===== config.mk =====
export PLATFORM = sky130hd
export DESIGN_NAME = byte_deframer_crc16_checker_core
export DESIGN_NICKNAME = d
export VERILOG_FILES = /design/src/rtl/core/bdc_pkg.sv /design/src/rtl/core/byte_deframer_crc16_checker_core.sv /design/src/rtl/core/bdc_frame_proc.sv /design/src/rtl/core/bdc_out_reg.sv
export SDC_FILE = /design/constraint.sdc
export NUM_CORES = 1
export LEC_CHECK = 0
export ABC_AREA = 1
export BUFFER_PORTS_ARGS = -buffer_cell sky130_fd_sc_hd__buf_4
export CAP_MARGIN = 40
export CORE_MARGIN = 4
export CORE_UTILIZATION = 35
export CTS_CLUSTER_DIAMETER = 150
export DETAILED_ROUTE_END_ITERATION = 10
export HOLD_SLACK_MARGIN = 0.15
export PLACE_DENSITY = 0.6
export SETUP_SLACK_MARGIN = 0.1
export SYNTH_ARGS = -nofsm -noshare
export SYNTH_HDL_FRONTEND = slang
export SYNTH_SLANG_ARGS = --single-unit

===== constraint.sdc =====
create_clock -name clk -period 6.1 [get_ports clk]
set_input_delay 0.915 -clock clk [delete_from_list [all_inputs] [get_ports clk]]
set_output_delay 0.915 -clock clk [all_outputs]
set_load 0.05 [all_outputs]

===== src/rtl/core/bdc_pkg.sv =====
package bdc_pkg;

  // Frame layout and byte codes.
  localparam int unsigned PAYLOAD_BYTES_DEF = 8;
  localparam int unsigned POS_W             = 4;
  localparam int unsigned PAYLOAD_W         = 64;
  localparam int unsigned CRC_W             = 16;

  localparam logic [7:0]       FLAG_BYTE   = 8'h7E;
  localparam logic [7:0]       ESCAPE_BYTE = 8'h7D;
  localparam logic [7:0]       ESCAPE_XOR  = 8'h20;
  localparam logic [CRC_W-1:0] CRC_POLY    = 16'h1021;
  localparam logic [CRC_W-1:0] CRC_INIT    = 16'hFFFF;
  localparam logic [CRC_W-1:0] CRC_XOROUT  = 16'hFFFF;

  // One finished frame as it moves to the output register.
  typedef struct packed {
    logic [PAYLOAD_W-1:0] payload;
    logic [CRC_W-1:0]     computed_crc;
    logic                 crc_ok;
  } bdc_result_t;

  // CRC-16, MSB first, one byte folded in over eight shift steps.
  function automatic logic [CRC_W-1:0] crc_byte(input logic [CRC_W-1:0] crc_in,
                                                input logic [7:0]       data);
    logic [CRC_W-1:0] crc;
    crc = crc_in ^ {data, 8'h00};
    for (int k = 0; k < 8; k++) begin
      if (crc[CRC_W-1]) begin
        crc = {crc[CRC_W-2:0], 1'b0} ^ CRC_POLY;
      end else begin
        crc = {crc[CRC_W-2:0], 1'b0};
      end
    end
    return crc;
  endfunction

endpackage


===== src/rtl/core/byte_deframer_crc16_checker_core.sv =====
// Byte deframer with CRC-16 check.
//
// Input channel in_*: one raw serial byte per word in in_tdata. An unescaped
// 0x7E restarts the frame, 0x7D escapes the next byte (XOR 0x20). Decoded
// bytes form a frame of PAYLOAD_BYTES payload bytes followed by the received
// CRC, low byte first.
// Output channel out_*: one word per completed frame with the payload, the
// locally computed CRC-16 (poly 0x1021, init and final XOR 0xFFFF) and a
// match flag in out_tuser.
// The input register holds each accepted byte; the result of a byte that closes
// a frame is then registered in the output register.
// Throughput: one byte per cycle, set by the single input register and the
// CRC byte update, while the output register can take each closing byte.
// Reset clears the escape flag, the frame position, the CRC and both valid
// registers; no clearing pass is needed.
// When the receiver stalls, the result waits in the output register and bytes
// that close no frame keep flowing; a byte that closes a frame waits in the
// input register until the output register frees up.
module byte_deframer_crc16_checker_core #(
  parameter int unsigned PAYLOAD_BYTES = bdc_pkg::PAYLOAD_BYTES_DEF
) (
  input  logic        clk,
  input  logic        rst_n,
  input  logic        in_tvalid,
  output logic        in_tready,
  input  logic [7:0]  in_tdata,   // [7:0] rx_byte
  output logic        out_tvalid,
  input  logic        out_tready,
  output logic [79:0] out_tdata,  // [63:0] payload, [79:64] computed_crc
  output logic        out_tuser   // [0] crc_ok
);

  logic                 res_vld;
  logic                 res_rdy;
  bdc_pkg::bdc_result_t res;
  bdc_pkg::bdc_result_t out_res;

  bdc_frame_proc #(
    .PAYLOAD_BYTES(PAYLOAD_BYTES)
  ) u_proc (
    .clk      (clk),
    .rst_n    (rst_n),
    .in_tvalid(in_tvalid),
    .in_tready(in_tready),
    .in_byte  (in_tdata),
    .res_vld  (res_vld),
    .res_rdy  (res_rdy),
    .res      (res)
  );

  bdc_out_reg u_out (
    .clk       (clk),
    .rst_n     (rst_n),
    .res_vld   (res_vld),
    .res_rdy   (res_rdy),
    .res       (res),
    .out_tvalid(out_tvalid),
    .out_tready(out_tready),
    .out_res   (out_res)
  );

  // Pack the result word.
  assign out_tdata = {out_res.computed_crc, out_res.payload};
  assign out_tuser = out_res.crc_ok;

endmodule


===== src/rtl/core/bdc_frame_proc.sv =====
module bdc_frame_proc #(
  parameter int unsigned PAYLOAD_BYTES = bdc_pkg::PAYLOAD_BYTES_DEF
) (
  input  logic                clk,
  input  logic                rst_n,
  input  logic                in_tvalid,
  output logic                in_tready,
  input  logic [7:0]          in_byte,
  output logic                res_vld,
  input  logic                res_rdy,
  output bdc_pkg::bdc_result_t res
);

  localparam logic [bdc_pkg::POS_W-1:0] LAST_PAY = bdc_pkg::POS_W'(PAYLOAD_BYTES);

  logic                         in_vld_r;
  logic [7:0]                   in_byte_r;
  logic                         esc_r;
  logic [bdc_pkg::POS_W-1:0]    pos_r;
  logic [bdc_pkg::CRC_W-1:0]    crc_r;
  logic [bdc_pkg::PAYLOAD_W-1:0] payload_r;
  logic [7:0]                   crc_lo_r;

  logic                         is_data;
  logic                         is_flag;
  logic                         is_esc;
  logic [7:0]                   data_byte;
  logic                         in_payload;
  logic                         in_crc_lo;
  logic                         produces;
  logic                         advance;
  logic [bdc_pkg::CRC_W-1:0]    computed;

  // Decode the registered byte: escaped data, flag, escape marker or plain data.
  always_comb begin
    data_byte  = esc_r ? (in_byte_r ^ bdc_pkg::ESCAPE_XOR) : in_byte_r;
    is_flag    = !esc_r && (in_byte_r == bdc_pkg::FLAG_BYTE);
    is_esc     = !esc_r && (in_byte_r == bdc_pkg::ESCAPE_BYTE);
    is_data    = !is_flag && !is_esc;
    in_payload = pos_r < LAST_PAY;
    in_crc_lo  = pos_r == LAST_PAY;
    produces   = is_data && !in_payload && !in_crc_lo;
    advance    = in_vld_r && (!produces || res_rdy);
    in_tready  = !in_vld_r || advance;
  end

  // Input register.
  always_ff @(posedge clk) begin
    if (!rst_n) begin
      in_vld_r <= 1'b0;
    end else if (in_tready) begin
      in_vld_r <= in_tvalid;
    end
  end

  always_ff @(posedge clk) begin
    if (in_tready && in_tvalid) begin
      in_byte_r <= in_byte;
    end
  end

  // Frame control state: escape flag, position and running CRC.
  always_ff @(posedge clk) begin
    if (!rst_n) begin
      esc_r <= 1'b0;
      pos_r <= '0;
      crc_r <= bdc_pkg::CRC_INIT;
    end else if (advance) begin
      esc_r <= is_esc;
      if (is_flag || produces) begin
        pos_r <= '0;
        crc_r <= bdc_pkg::CRC_INIT;
      end else if (is_data) begin
        pos_r <= pos_r + 1'b1;
        if (in_payload) begin
          crc_r <= bdc_pkg::crc_byte(crc_r, data_byte);
        end
      end
    end
  end

  // Payload and received CRC low byte; the first payload byte clears the rest.
  always_ff @(posedge clk) begin
    if (advance && is_data) begin
      if (in_payload) begin
        if (pos_r == '0) begin
          payload_r <= {{(bdc_pkg::PAYLOAD_W-8){1'b0}}, data_byte};
        end else begin
          payload_r[pos_r[2:0]*8 +: 8] <= data_byte;
        end
      end else if (in_crc_lo) begin
        crc_lo_r <= data_byte;
      end
    end
  end

  // Result of the frame closed by the current byte.
  always_comb begin
    computed         = crc_r ^ bdc_pkg::CRC_XOROUT;
    res_vld          = in_vld_r && produces;
    res.payload      = payload_r;
    res.computed_crc = computed;
    res.crc_ok       = (crc_lo_r == computed[7:0]) && (data_byte == computed[15:8]);
  end

endmodule


===== src/rtl/core/bdc_out_reg.sv =====
module bdc_out_reg (
  input  logic                 clk,
  input  logic                 rst_n,
  input  logic                 res_vld,
  output logic                 res_rdy,
  input  bdc_pkg::bdc_result_t res,
  output logic                 out_tvalid,
  input  logic                 out_tready,
  output bdc_pkg::bdc_result_t out_res
);

  logic                 vld_r;
  bdc_pkg::bdc_result_t data_r;

  // The register takes a new word when empty or when its word leaves this cycle.
  assign res_rdy    = !vld_r || out_tready;
  assign out_tvalid = vld_r;
  assign out_res    = data_r;

  always_ff @(posedge clk) begin
    if (!rst_n) begin
      vld_r <= 1'b0;
    end else if (res_rdy) begin
      vld_r <= res_vld;
    end
  end

  always_ff @(posedge clk) begin
    if (res_rdy && res_vld) begin
      data_r <= res;
    end
  end

endmodule


# After elaboration in Yosys (flattened, before gate mapping)

Cells that the tools add are included.

Register bits: 184
Latch bits: 0
RAM bits: 0
Memory bits (read-only): 0
Bits of input ports: 12
Output and inout port bits: 83
Word-level logic and storage cells: 115
Memories kept: 0

Add/subtract/negate cells: 2
$mul: 0
Div/mod/pow operators: 0
Magnitude comparators: 1
Equality and inequality tests: 5
Shifts and indexed selects: 2
Mux-type cells: 51
Bitwise operators: 12
Reduce and logical (&&, ||, !) cells: 30

Operators by type and width:

| kind                      | count |
|---|---|
| $mux W16                  | 38 |
| $mux W13                  | 8 |
| $bwmux W64                | 1 |
| $shift A8 B34 Y64 const A | 1 |
| $shiftx A8 B34 Y64        | 1 |
| $neg A6 Y34               | 1 |
| $not A3 Y3                | 8 |
| $eq A8 B7 Y1 const B      | 2 |
| $eq A8 B8 Y1              | 2 |
| $not A16 Y16              | 1 |
| $xor A16 B16 Y16          | 1 |
| $logic_and A1 B1 Y1       | 11 |
| $logic_not A1 Y1          | 8 |
| $mux W4                   | 2 |
| $mux W8                   | 1 |
| $mux W6                   | 1 |
| $reduce_and A3 Y1         | 2 |
| $add A4 B1 Y4 const B     | 1 |
| $eq A4 B4 Y1 const B      | 1 |
| $logic_not A4 Y1          | 1 |
| $logic_or A1 B1 Y1        | 4 |
| $lt A4 B4 Y1 const B      | 1 |
| $reduce_and A2 Y1         | 2 |
| $reduce_bool A2 Y1        | 2 |
| $not A1 Y1                | 2 |

# Logic depth before layout (Yosys ltp)

Gate-level depths: netlist of the first run.

Depth after elaboration: 58
Depth in mapped cells: 13
Depth with buffers taken out: 11

# Hierarchy

From an unflattened synthesis of the first run, not the netlist that was laid out.

Cells, all modules: 603
Area total of the unflattened synthesis: 7,509.7 µm²

Modules (own cells, without submodules):

| module         | times used | cells an instance | area each (µm²) | seq. area each (µm²) |
|---|---|---|---|---|
| bdc_frame_proc | 1          | 515               | 5,026.1         | 2,842.7 |
| bdc_out_reg    | 1          | 88                | 2,483.6         | 2,452.4 |

# Least setup slack after synthesis of the first run

Ideal clock, no wire load.

Path type: flip-flop to flip-flop
Start point: register u_proc.pos_r[0] (netlist name)
End point: register u_proc.payload_r[10] (netlist name) (enable)
Arrival: 5.256 ns
Setup slack: 0.305 ns
Cell stages (with the launch flop): 9
Buffers on the path: 2
Cells stage by stage: dfxtp_1 buf_4 inv_2 clkbuf_1 ha_1 a21oi_1 nand4_2 nand3_2 nor3_1

Longest elaborated chain between the ends: 9
Elaborated cells between the ends (all ways): 11
Those cells by class: 1 x order compare; 1 x eq/ne; 9 x reduce/logical

RTL lines:

| item                                   | RTL line             | text |
|---|---|---|
| start, declared                        | bdc_frame_proc.sv:19 | `logic [bdc_pkg::POS_W-1:0] pos_r;` |
| start signal, assigned                 | bdc_frame_proc.sv:74 | `pos_r <= pos_r + 1'b1;` |
| $lt A4 B4 Y1                           | bdc_frame_proc.sv:40 | `in_payload = pos_r < LAST_PAY;` |
| $logic_not A1 Y1                       | bdc_frame_proc.sv:42 | `produces = is_data && !in_payload && !in_crc_lo;` |
| $logic_and A1 B1 Y1 (2 in a row)       | bdc_frame_proc.sv:42 |  |
| $logic_not A1 Y1                       | bdc_frame_proc.sv:43 | `advance = in_vld_r && (!produces \|\| res_rdy);` |
| $logic_or A1 B1 Y1                     | bdc_frame_proc.sv:43 |  |
| $logic_and A1 B1 Y1                    | bdc_frame_proc.sv:43 |  |
| $logic_and A1 B1 Y1                    | bdc_frame_proc.sv:84 | `if (advance && is_data) begin` |
| $reduce_and A2 Y1 (no source line) (*) | -                    |  |
| end signal, assigned                   | bdc_frame_proc.sv:87 | `payload_r <= {{(bdc_pkg::PAYLOAD_W-8){1'b0}}, data_byte};` |
| end signal, assigned by index          | bdc_frame_proc.sv:89 | `payload_r[pos_r[2:0]*8 +: 8] <= data_byte;` |
| end, declared                          | bdc_frame_proc.sv:21 | `logic [bdc_pkg::PAYLOAD_W-1:0] payload_r;` |

Mark *: on every way between the ends. The rest lies on a longest branch, timed or not.
A chain may end at the register's enable or synchronous reset.

# Worst setup path in the final report of the first run

Start point: register u_proc.pos_r[0] (netlist name)
End point: register u_out.data_r (netlist bit u_out.out_res[14]) (enable)

Longest elaborated chain between the ends: 6
Elaborated cells between the ends (all ways): 8
Those cells by class: 1 x order compare; 1 x eq/ne; 6 x reduce/logical

RTL lines:

| item                    | RTL line              | text |
|---|---|---|
| $lt A4 B4 Y1            | bdc_frame_proc.sv:40  |  |
| $logic_not A1 Y1        | bdc_frame_proc.sv:42  |  |
| $logic_and A1 B1 Y1     | bdc_frame_proc.sv:42  |  |
| $logic_and A1 B1 Y1 (*) | bdc_frame_proc.sv:42  |  |
| $logic_and A1 B1 Y1 (*) | bdc_frame_proc.sv:100 | `res_vld = in_vld_r && produces;` |
| $logic_and A1 B1 Y1 (*) | bdc_out_reg.sv:29     | `if (res_rdy && res_vld) begin` |
| end signal, assigned    | bdc_out_reg.sv:30     | `data_r <= res;` |
| end, declared           | bdc_out_reg.sv:13     | `bdc_pkg::bdc_result_t data_r;` |

Marks and branches as above.

==> impl_metrics.env, run 1 <==
export IMPL_status="finished, final reports clean"
export IMPL_hp_class="register to register"
export IMPL_hold_violations=0
export IMPL_dp_hpwl_um=10900
export IMPL_ys_seq_area_share_pct=70.9
export IMPL_track_usage_pct=13.5
export IMPL_ctsHoldBuffers=0
export IMPL_grtUsageMet1_pct=20.2
export IMPL_crit_path_end_kind="register"
export IMPL_path_cells="inv_2 > ha_1 > a21oi_1 > nand3_1 > nor2_1 > inv_1 > nor2_4 > buf_4"
export IMPL_clk_latency_ns=0.43
export IMPL_ant_nets=0
export IMPL_timing_fmax_mhz=300
export IMPL_final_cell_mix="edfxtp_1 (161), nand2_1 (115), nor2_1 (111)"
export IMPL_setup_violations=0
export IMPL_grt_pass1_wl_um=25200
export IMPL_crit_fanout=57
export IMPL_cts_clk_slew_worst_paths_ns=0.07
export IMPL_synth_seq_cells=184
export IMPL_worst_slew_pin_slew_ns=0.782
export IMPL_sequentialPowerShare_pct=51.4
export IMPL_htree_levels=4
export IMPL_swShare_pct=23.8
export IMPL_port_buffers=94
export IMPL_worstSetupStartpointType="register"
export IMPL_syn_inst=651
export IMPL_nets=768
export IMPL_ir_drop_uv=188
export IMPL_gr_max_usage_layer="met1"
export IMPL_postCtsSetupRepairBufs=0
export IMPL_powerDensity_nw_per_um2=308
export IMPL_ys_types=34
export IMPL_post_synth_top_area_fraction_pct=64.8
export IMPL_ff_latch_area_sq_um=5300
export IMPL_grt_max_degree=58
export IMPL_static_leakage_power_uw=0.00367
export IMPL_initial_core_util_pct=35.5
export IMPL_gr_total_overflow=0
export IMPL_grtUsageMet2_pct=19.4
export IMPL_grt_use_met3_pct=2.67
export IMPL_synthAdderAreaFrac_pct=0.503
export IMPL_cp_data_required_time_ns=6.16
export IMPL_areaGrowthSynthToFinish_pct=22.0
export IMPL_synth_top_area_cell="edfxtp_1"
export IMPL_avgSynthCellArea_sq_um=11.5
export IMPL_slew_headroom_pct=47.6
export IMPL_max_stage_delay_ns=0.68
export IMPL_synth_top_family_by_area="simple AND/OR/NAND/NOR gates"
export IMPL_pwr_share_clk_pct=41.7
export IMPL_switching_power_uw=669
export IMPL_num_rows=53
export IMPL_multi_input_area_sq_um=1870
export IMPL_cts_tree="yes"
export IMPL_pre_cts_slack_ns=2.78
export IMPL_crit_type="register to register"
export IMPL_gp_congestion=0.838
export IMPL_fin_crit_ns=3.33
export IMPL_cts_made_buffers=17
export IMPL_drt_total_wl_um=15800
export IMPL_synth_fp_nets=666
export IMPL_core_sq_um=21000
export IMPL_vias_per_cell=4.63
export IMPL_finClkSkew_ns=0.00858
export IMPL_vias=4816
export IMPL_drc=0
export IMPL_ys_warn_count=0
export IMPL_grt_pass1_vias=4620
export IMPL_p_comb_share_pct=7.0
export IMPL_syn_area_sq_um=7460
export IMPL_dieArea_sq_um=23700
export IMPL_internal_power_uw=2140
export IMPL_crit_arrival_ns=3.39
export IMPL_ioPinCount=95
export IMPL_fin_ws_ns=2.77
export IMPL_cts_sinks=184
export IMPL_rsz0062_at_grt="false"
export IMPL_die_height_um=154
export IMPL_drive_gt1_share_pct=19.8
export IMPL_synthSimpleGateAreaFrac_pct=17.7
export IMPL_die_w_um=154
export IMPL_drt_initial_drc_count=363
export IMPL_grt_antenna_before_repair=0
export IMPL_synth_area_leaders="edfxtp_1 (65%), dfxtp_1 (6.2%), nand2_1 (5.8%)"
export IMPL_synthXorXnorAreaFrac_pct=1.88
export IMPL_fill_cells=1968
export IMPL_wl_per_cell_um=15.2
export IMPL_final_setup_tns_ns=0
export IMPL_drv_slew=0
export IMPL_final_common_cell="edfxtp_1"
export IMPL_n_antenna_cell=0
export IMPL_cp_slowest_cell="buf_4"
export IMPL_period_share_pct=54.6
export IMPL_clockRootBuffer="clkbuf_16"
export IMPL_max_cap_violations=0
export IMPL_dr_pass1_iters=7
export IMPL_synth_compound_area_share_pct=4.88
export IMPL_clockBufferDepth=2
export IMPL_cts_resized_gates=0
export IMPL_synth_area_mux_share_pct=0
==> worst max-delay path, delay by kind of cell, from the launching register on <==
kind	cells	cell delay, ns
adders and majority gates	1	0.27
buffers and inverters	3	0.97
and+or+nand+nor	3	0.83
AOI/OAI and AO/OA	1	0.23
DFF	1	0.57
==> power by group through the flow <==
stage                     Sequential [uW]  Combinational (uW)  Clock [uW]
final                                1440                 196        1170
after global routing                 1450                 225        1250
after CTS                            1440                 197        1190
after detailed placement             1470                 196           0
after global placement               1470                 193           0
after floorplan                      1460                 151           0
==> metal layers <==
layer	up-vias	wire, um
met5	-	0
met4	0	266
met3	20	713
met2	118	7080
met1	2243	7750
li1	2435	-
==> path summary, 6_finish.rpt <==
check,end,cells after the start,from,slack [ns]
worst max register to register,u_out.out_res[14],8,u_proc.pos_r[0],2.77
worst min-delay path,u_out.out_res[22],0,u_proc.payload_r[5],0.42
worst max-delay path,u_out.out_res[14],8,u_proc.pos_r[0],2.77
worst min register to register,u_out.out_res[22],0,u_proc.payload_r[5],0.42
==> metrics by stage <==
stage,hold slack [ns],cell area (sq um),util [%],cells,total power [uW]
floorplan,0.400,7460,-,651,1610
global placement,0.406,8470,40.3,1009,1660
detailed placement,0.407,8470,40.3,1009,1670
CTS,0.424,9110,43.3,1041,2830
global route,0.431,9110,43.3,1041,2920
finish,0.418,9110,43.3,1041,2810
==> synth_stat cells (all sizes together) <==
library cell and count:
a21oi 26, nor4 2, clkinv 1, xor2 9, nand3 57, nand2b 1, inv 56, nand3b 1
clkbuf 10, ha 3, o21ai 37, buf 6, a211oi 3, nor2 116, a32oi 3, edfxtp 161
xnor2 7, nand2 117, dfxtp 23, nor3 5, nand4 5, or2 2
==> cell families (layout without fill, tap and decap cells) <==
group	after synthesis	count (layout)
and+or+nand+nor	306	306
AOI/OAI and AO/OA	69	69
xor gates and xnor gates	16	16
DFF	184	184
adders and majority gates	3	3
buffers and inverters	73	188
==> sequential cells by signal, indices dropped and copies added (netlist names) <==
signal            cells
u_out.out_res        81
u_out.out_tvalid      1
u_proc.crc_lo_r       8
u_proc.crc_r         16
u_proc.esc_r          1
u_proc.in_byte_r      8
u_proc.in_vld_r       1
u_proc.payload_r     64
u_proc.pos_r          4
==> layout make-up <==
| cell class | instances | share of cell area (%) |
|---|---|---|
| clock inverters | 15 | 2.31 |
| repair buffers | 99 | 8.16 |
| flip-flops and latches | 184 | 58.1 |
| inverters | 57 | 2.38 |
| multi-input cells | 394 | 20.6 |
| clock buffers | 17 | 4.67 |
| well taps | 275 | 3.78 |
Note: power is estimated with default switching activity, not from simulation.
==> run 2, diff against run 1 <==
- ABC_AREA: 1 -> 0
- clock period: 6.1 -> 2.7 ns (I/O delays scaled with it)
==> run 2 against run 1 <==
Hold slack got worse by 0.23 ns; via count fell by 3.7%; first-iteration DRC count rose by 32%; highest routed layer unchanged; design area rose by 1.7%; combinational power rose to 2.8 times the previous value.
==> impl_metrics.env, run 2 <==
export IMPL_status="finished, final reports clean"
export IMPL_final_util_pct=44.1
export IMPL_syn_inst=558
export IMPL_die_w_um=154
export IMPL_drive_gt1_share_pct=24.3
export IMPL_period_share_pct=88.9
export IMPL_hold_violations=0
export IMPL_areaGrowthSynthToFinish_pct=24.2
export IMPL_gp_congestion=0.830
export IMPL_grt_pass1_wl_um=25500
export IMPL_ys_seq_area_share_pct=71.0
export IMPL_ioPinCount=95
export IMPL_multi_input_area_sq_um=1990
export IMPL_ir_drop_uv=331
export IMPL_max_stage_delay_ns=0.40
export IMPL_cp_common_cell="inv_1"
export IMPL_crit_path_end_kind="output port"
export IMPL_ys_types=51
export IMPL_crit_fanout=5
export IMPL_setup_violations=0
export IMPL_powerDensity_nw_per_um2=672
export IMPL_cp_slowest_cell="dfxtp_1"
export IMPL_clk_latency_ns=0.43
export IMPL_cts_made_buffers=17
export IMPL_crit_arrival_ns=2.00
export IMPL_swShare_pct=23.0
export IMPL_max_cap_violations=0
export IMPL_synth_area_leaders="edfxtp_1 (65%), dfxtp_1 (6.2%), nand2_1 (3.2%)"
export IMPL_worst_slew_pin_slew_ns=0.640
export IMPL_track_usage_pct=13.8
export IMPL_clockBufferDepth=2
export IMPL_syn_area_sq_um=7460
export IMPL_cts_clk_slew_worst_paths_ns=0.06
export IMPL_drc=0
export IMPL_dp_hpwl_um=11000
export IMPL_cts_tree="yes"
export IMPL_synth_edff_count=161
export IMPL_cp_data_required_time_ns=2.30
export IMPL_htree_levels=4
export IMPL_drt_initial_drc_count=478
export IMPL_path_cells="inv_1 > ha_2 > nand2b_1 > nand3_1 > nor2_2 > inv_1 > buf_4"
export IMPL_fin_ws_ns=0.300
export IMPL_ant_nets=0
export IMPL_drv_slew=0
export IMPL_final_common_cell="edfxtp_1"
export IMPL_die_height_um=154
export IMPL_vias=4636
export IMPL_internal_power_uw=4800
export IMPL_initial_core_util_pct=35.5
export IMPL_drt_total_wl_um=16000
export IMPL_synth_top_family_by_area="simple AND/OR/NAND/NOR gates"
export IMPL_num_rows=53
export IMPL_hp_class="input port to register"
export IMPL_finClkSkew_ns=0.0148
export IMPL_synth_area_mux_share_pct=2.15
export IMPL_pwr_share_clk_pct=38.6
export IMPL_synthXorXnorAreaFrac_pct=4.09
export IMPL_fin_crit_ns=2.40
export IMPL_synthAdderAreaFrac_pct=0.503
export IMPL_slew_headroom_pct=57.2
export IMPL_p_comb_share_pct=8.8
export IMPL_gr_total_overflow=0
export IMPL_cts_sinks=184
export IMPL_final_cell_mix="edfxtp_1 (161), buf_4 (117), nand2_1 (62)"
export IMPL_avgSynthCellArea_sq_um=13.4
export IMPL_synth_top_area_cell="edfxtp_1"
export IMPL_synth_async_sr_flop_share_pct=0
export IMPL_ff_latch_area_sq_um=5300
export IMPL_synth_compound_area_share_pct=6.15
export IMPL_sequentialPowerShare_pct=52.7
export IMPL_synthTopCellsByCount="edfxtp_1 (161), nand2_1 (63), nor2_1 (45)"
export IMPL_yosys_cell_count_top_type="edfxtp_1"
export IMPL_port_buffers=94
export IMPL_synth_seq_cells=184
export IMPL_synth_fp_nets=573
export IMPL_static_leakage_power_uw=0.00333
export IMPL_synthSimpleGateAreaFrac_pct=13.0
export IMPL_switching_power_uw=1430
export IMPL_largest_reg_flops=81
export IMPL_postCtsSetupRepairBufs=0
export IMPL_grt_pass1_vias=4676
export IMPL_dr_pass1_iters=4
export IMPL_dieArea_sq_um=23700
export IMPL_clockRootBuffer="clkbuf_16"
export IMPL_wl_per_cell_um=16.6
export IMPL_timing_fmax_mhz=417
export IMPL_vias_per_cell=4.80
export IMPL_pre_cts_slack_ns=0.335
export IMPL_grt_max_degree=62
export IMPL_fill_cells=1895
export IMPL_ys_warn_count=0
export IMPL_nets=692
export IMPL_worstSetupStartpointType="register"
export IMPL_core_sq_um=21000
export IMPL_rsz0062_at_grt="false"
export IMPL_post_synth_top_area_fraction_pct=64.8
export IMPL_synth_main_ff_cell="edfxtp_1"
export IMPL_n_antenna_cell=0
export IMPL_grt_antenna_before_repair=0
export IMPL_crit_type="register to output port"
## run 2: area by class of cell
cell class | instances | area share [%]
clock buffers | 24 | 5.21
clock inverters | 8 | 0.972
inverters | 24 | 0.972
multi-input cells | 324 | 21.4
flip-flops and latches | 184 | 57.1
well taps | 275 | 3.71
repair buffers | 126 | 10.6
## run 2: timing repair
item / CTS / global route
hold buffers: 8 / 0
hold endpoints to repair: 8 / 0
setup endpoints to repair: 0 / 1
gates resized for setup: 0 / 1
## run 2: worst paths after layout
path                                          start                   end  slack [ns]  depth (start not counted)
worst max register to register      u_proc.pos_r[1]  u_proc.payload_r[54]        0.35                         10
worst min-delay path                      in_tvalid       u_proc.in_vld_r        0.19                          2
worst min register to register  u_proc.payload_r[6]     u_out.out_res[23]        0.43                          0
worst max-delay path                u_proc.pos_r[1]             in_tready        0.30                          7
## run 2: metal layers
layer / vias to the layer above / GRT usage (%) / part of all wire [%]
li1: 2238 / - / -
met1: 2247 / 18.2 / 43
met2: 135 / 21.2 / 48
met3: 16 / 3.91 / 6.9
met4: 0 / 6.10 / 1.9
met5: - / 0 / 0
## run 2: logic make-up (layout without fill, tap and decap cells)
family,count (synthesis),count (layout)
multiplexers,16,16
XOR/XNOR,34,34
AND/OR/NAND/NOR,194,194
adder cells (fa/ha/maj),3,3
AO/OA/AOI/OAI,77,77
buffers and inverters,50,182
flip-flops,184,184
## run 2: per-stage QoR
| step | hold WS [ns] | power (uW) | std cells | setup TNS, ns | cell area (sq um) |
|---|---|---|---|---|---|
| floorplan | 0.400 | 3720 | 558 | -57.50 | 7510 |
| global placement | 0.410 | 3870 | 925 | 0 | 8610 |
| detailed placement | 0.410 | 3880 | 925 | 0 | 8610 |
| CTS | 0.179 | 6290 | 965 | 0 | 9270 |
| global route | 0.174 | 6470 | 965 | 0 | 9270 |
| finish | 0.190 | 6230 | 965 | 0 | 9270 |
## run 2: power by group through the flow
stage               registers, uW  logic (uW)  clock network, uW
floorplan                    3310         412                  0
global placement             3340         528                  0
detailed placement           3340         538                  0
CTS                          3280         550               2460
global route                 3290         610               2580
finish                       3280         547               2400
## run 2: worst max-delay path, delay by kind of cell (launching register included)
family        cells  cell delay (ns)
flops             1             0.40
buf+inv           3             0.33
simple gates      3             0.63
fa+ha+maj         1             0.21
==> run 3, diff against run 2 <==
- RECOVER_POWER: default -> 50
==> run 3 against run 2 <==
Core utilization shrank 1.8 points; wire length grew 0.11%; die area is the same.
==> impl_metrics.env, run 3 (same netlist as run 2, synthesis figures left out) <==
export IMPL_status="finished, final reports clean"
export IMPL_fin_ws_ns=0.257
export IMPL_max_cap_violations=0
export IMPL_grt_pass1_vias=4676
export IMPL_fin_crit_ns=2.44
export IMPL_worst_slew_pin_slew_ns=0.806
export IMPL_hold_end="u_proc.in_vld_r"
export IMPL_max_stage_delay_ns=0.70
export IMPL_areaGrowthSynthToFinish_pct=19.2
export IMPL_cp_slowest_cell="buf_4"
export IMPL_rr_startpoint="u_proc.in_byte_r[0]"
export IMPL_final_setup_tns_ns=0
export IMPL_core_sq_um=21000
export IMPL_cp_depth=5
export IMPL_largest_reg_flops=81
export IMPL_slew_headroom_pct=46.2
export IMPL_grt_antenna_before_repair=0
export IMPL_sequentialPowerShare_pct=52.7
export IMPL_gp_congestion=0.830
export IMPL_rrSetupSlack_ns=0.26
export IMPL_cts_made_buffers=17
export IMPL_die_height_um=154
export IMPL_ant_nets=0
export IMPL_fin_area_sq_um=8900
export IMPL_cts_clk_slew_worst_paths_ns=0.06
export IMPL_num_rows=53
export IMPL_switching_power_uw=1430
export IMPL_period_share_pct=90.5
export IMPL_ir_drop_uv=324
export IMPL_cts_tree="yes"
export IMPL_hold_path_depth=2
export IMPL_drv_slew=0
export IMPL_crit_arrival_ns=2.49
export IMPL_clk_latency_ns=0.43
export IMPL_crit_family="buffers and inverters"
export IMPL_track_usage_pct=13.8
export IMPL_dieArea_sq_um=23700
export IMPL_drc=0
export IMPL_crit_path_end_kind="register"
export IMPL_swShare_pct=23.1
export IMPL_port_buffers=94
export IMPL_cts_sinks=184
export IMPL_pwr_share_clk_pct=38.6
export IMPL_n_antenna_cell=0
export IMPL_vias=4671
export IMPL_hp_class="input port to register"
export IMPL_wl_per_cell_um=16.6
export IMPL_vias_per_cell=4.84
export IMPL_drive_gt1_share_pct=11.0
export IMPL_drt_initial_drc_count=436
export IMPL_timing_fmax_mhz=409
export IMPL_crit_type="register to register"
export IMPL_initial_core_util_pct=35.5
export IMPL_final_util_pct=42.3
export IMPL_path_cells="clkbuf_1 > xnor2_1 > o41ai_4 > nor3_1 > buf_4"
export IMPL_static_leakage_power_uw=0.00299
export IMPL_dr_pass1_iters=5
export IMPL_final_cell_mix="edfxtp_1 (161), clkbuf_1 (95), nand2_1 (62)"
export IMPL_clockBufferDepth=2
export IMPL_ioPinCount=95
export IMPL_pre_cts_slack_ns=0.335
export IMPL_setup_violations=0
export IMPL_placement_cell_area_sq_um=8610
export IMPL_fill_cells=1990
export IMPL_cp_data_required_time_ns=2.75
export IMPL_final_common_cell="edfxtp_1"
export IMPL_path_buf_inv=2
export IMPL_dp_hpwl_um=11000
export IMPL_powerDensity_nw_per_um2=699
export IMPL_crit_fanout=61
export IMPL_clockRootBuffer="clkbuf_16"
export IMPL_grt_max_degree=62
export IMPL_grt_pass1_wl_um=25500
export IMPL_worstSetupStartpointType="register"
export IMPL_internal_power_uw=4790
export IMPL_nets=692
export IMPL_die_w_um=154
export IMPL_p_comb_share_pct=8.6
export IMPL_rsz0062_at_grt="false"
export IMPL_gr_total_overflow=0
export IMPL_drt_total_wl_um=16000
export IMPL_hold_violations=0
export IMPL_min_from="in_tvalid"
export IMPL_rr_endpoint="u_out.out_res[58]"
export IMPL_finClkSkew_ns=0.0163
export IMPL_htree_levels=4
export IMPL_rr_worst_depth=5
run 3: how the worst max path moves through the flow:
stage / start / endpoint / slack (ns)
after floorplan: u_proc.in_byte_r[0] / u_out.out_res[0] / -0.59
after global placement: u_proc.pos_r[1] / u_proc.payload_r[37] / 0.49
after detailed placement: u_proc.pos_r[1] / u_proc.payload_r[54] / 0.34
after CTS: u_proc.pos_r[1] / in_tready / 0.22
after global routing: u_proc.in_byte_r[0] / u_out.out_res[62] / 0.07
final: u_proc.in_byte_r[0] / u_out.out_res[58] / 0.26
run 3: per-layer routing:
layer | up-vias | GRT usage [%] | wire [um]
met5 | - | 0 | 0
met4 | 0 | 6.10 | 310
met3 | 21 | 3.91 | 1000
met2 | 143 | 21.2 | 7550
met1 | 2263 | 18.2 | 7140
li1 | 2244 | - | -
run 3: what timing repair did:
item                                    4_1_cts  5_1_grt
endpoints found under the hold margin         8        0
endpoints found under the setup margin        0        1
resized for setup                             0        1
setup buffers                                 0        0
hold buffers                                  8        0
run 3: power by group through the flow:
stage                     clock network [uW]  logic [uW]  registers [uW]
after global placement                     0         528            3340
final                                   2400         538            3280
after detailed placement                   0         538            3340
after CTS                               2460         550            3280
after global routing                    2580         599            3290
after floorplan                            0         412            3310
run 3: layout make-up:
| cell class | count | area [sq um] | share of cell area (%) |
|---|---|---|---|
| timing repair buffer | 126 | 626 | 7.03 |
| multi-input combinational | 324 | 1970 | 22.1 |
| inverter | 24 | 90.1 | 1.01 |
| clock buffer | 24 | 483 | 5.43 |
| clock inverter | 8 | 90.1 | 1.01 |
| sequential | 184 | 5300 | 59.5 |
| tap | 275 | 344 | 3.87 |
run 3: metrics by stage:
step	cells	total power [uW]	hold slack, ns
floorplan	558	3720	0.400
global placement	925	3870	0.410
detailed placement	925	3880	0.410
CTS	965	6290	0.179
global route	965	6460	0.174
finish	965	6220	0.195
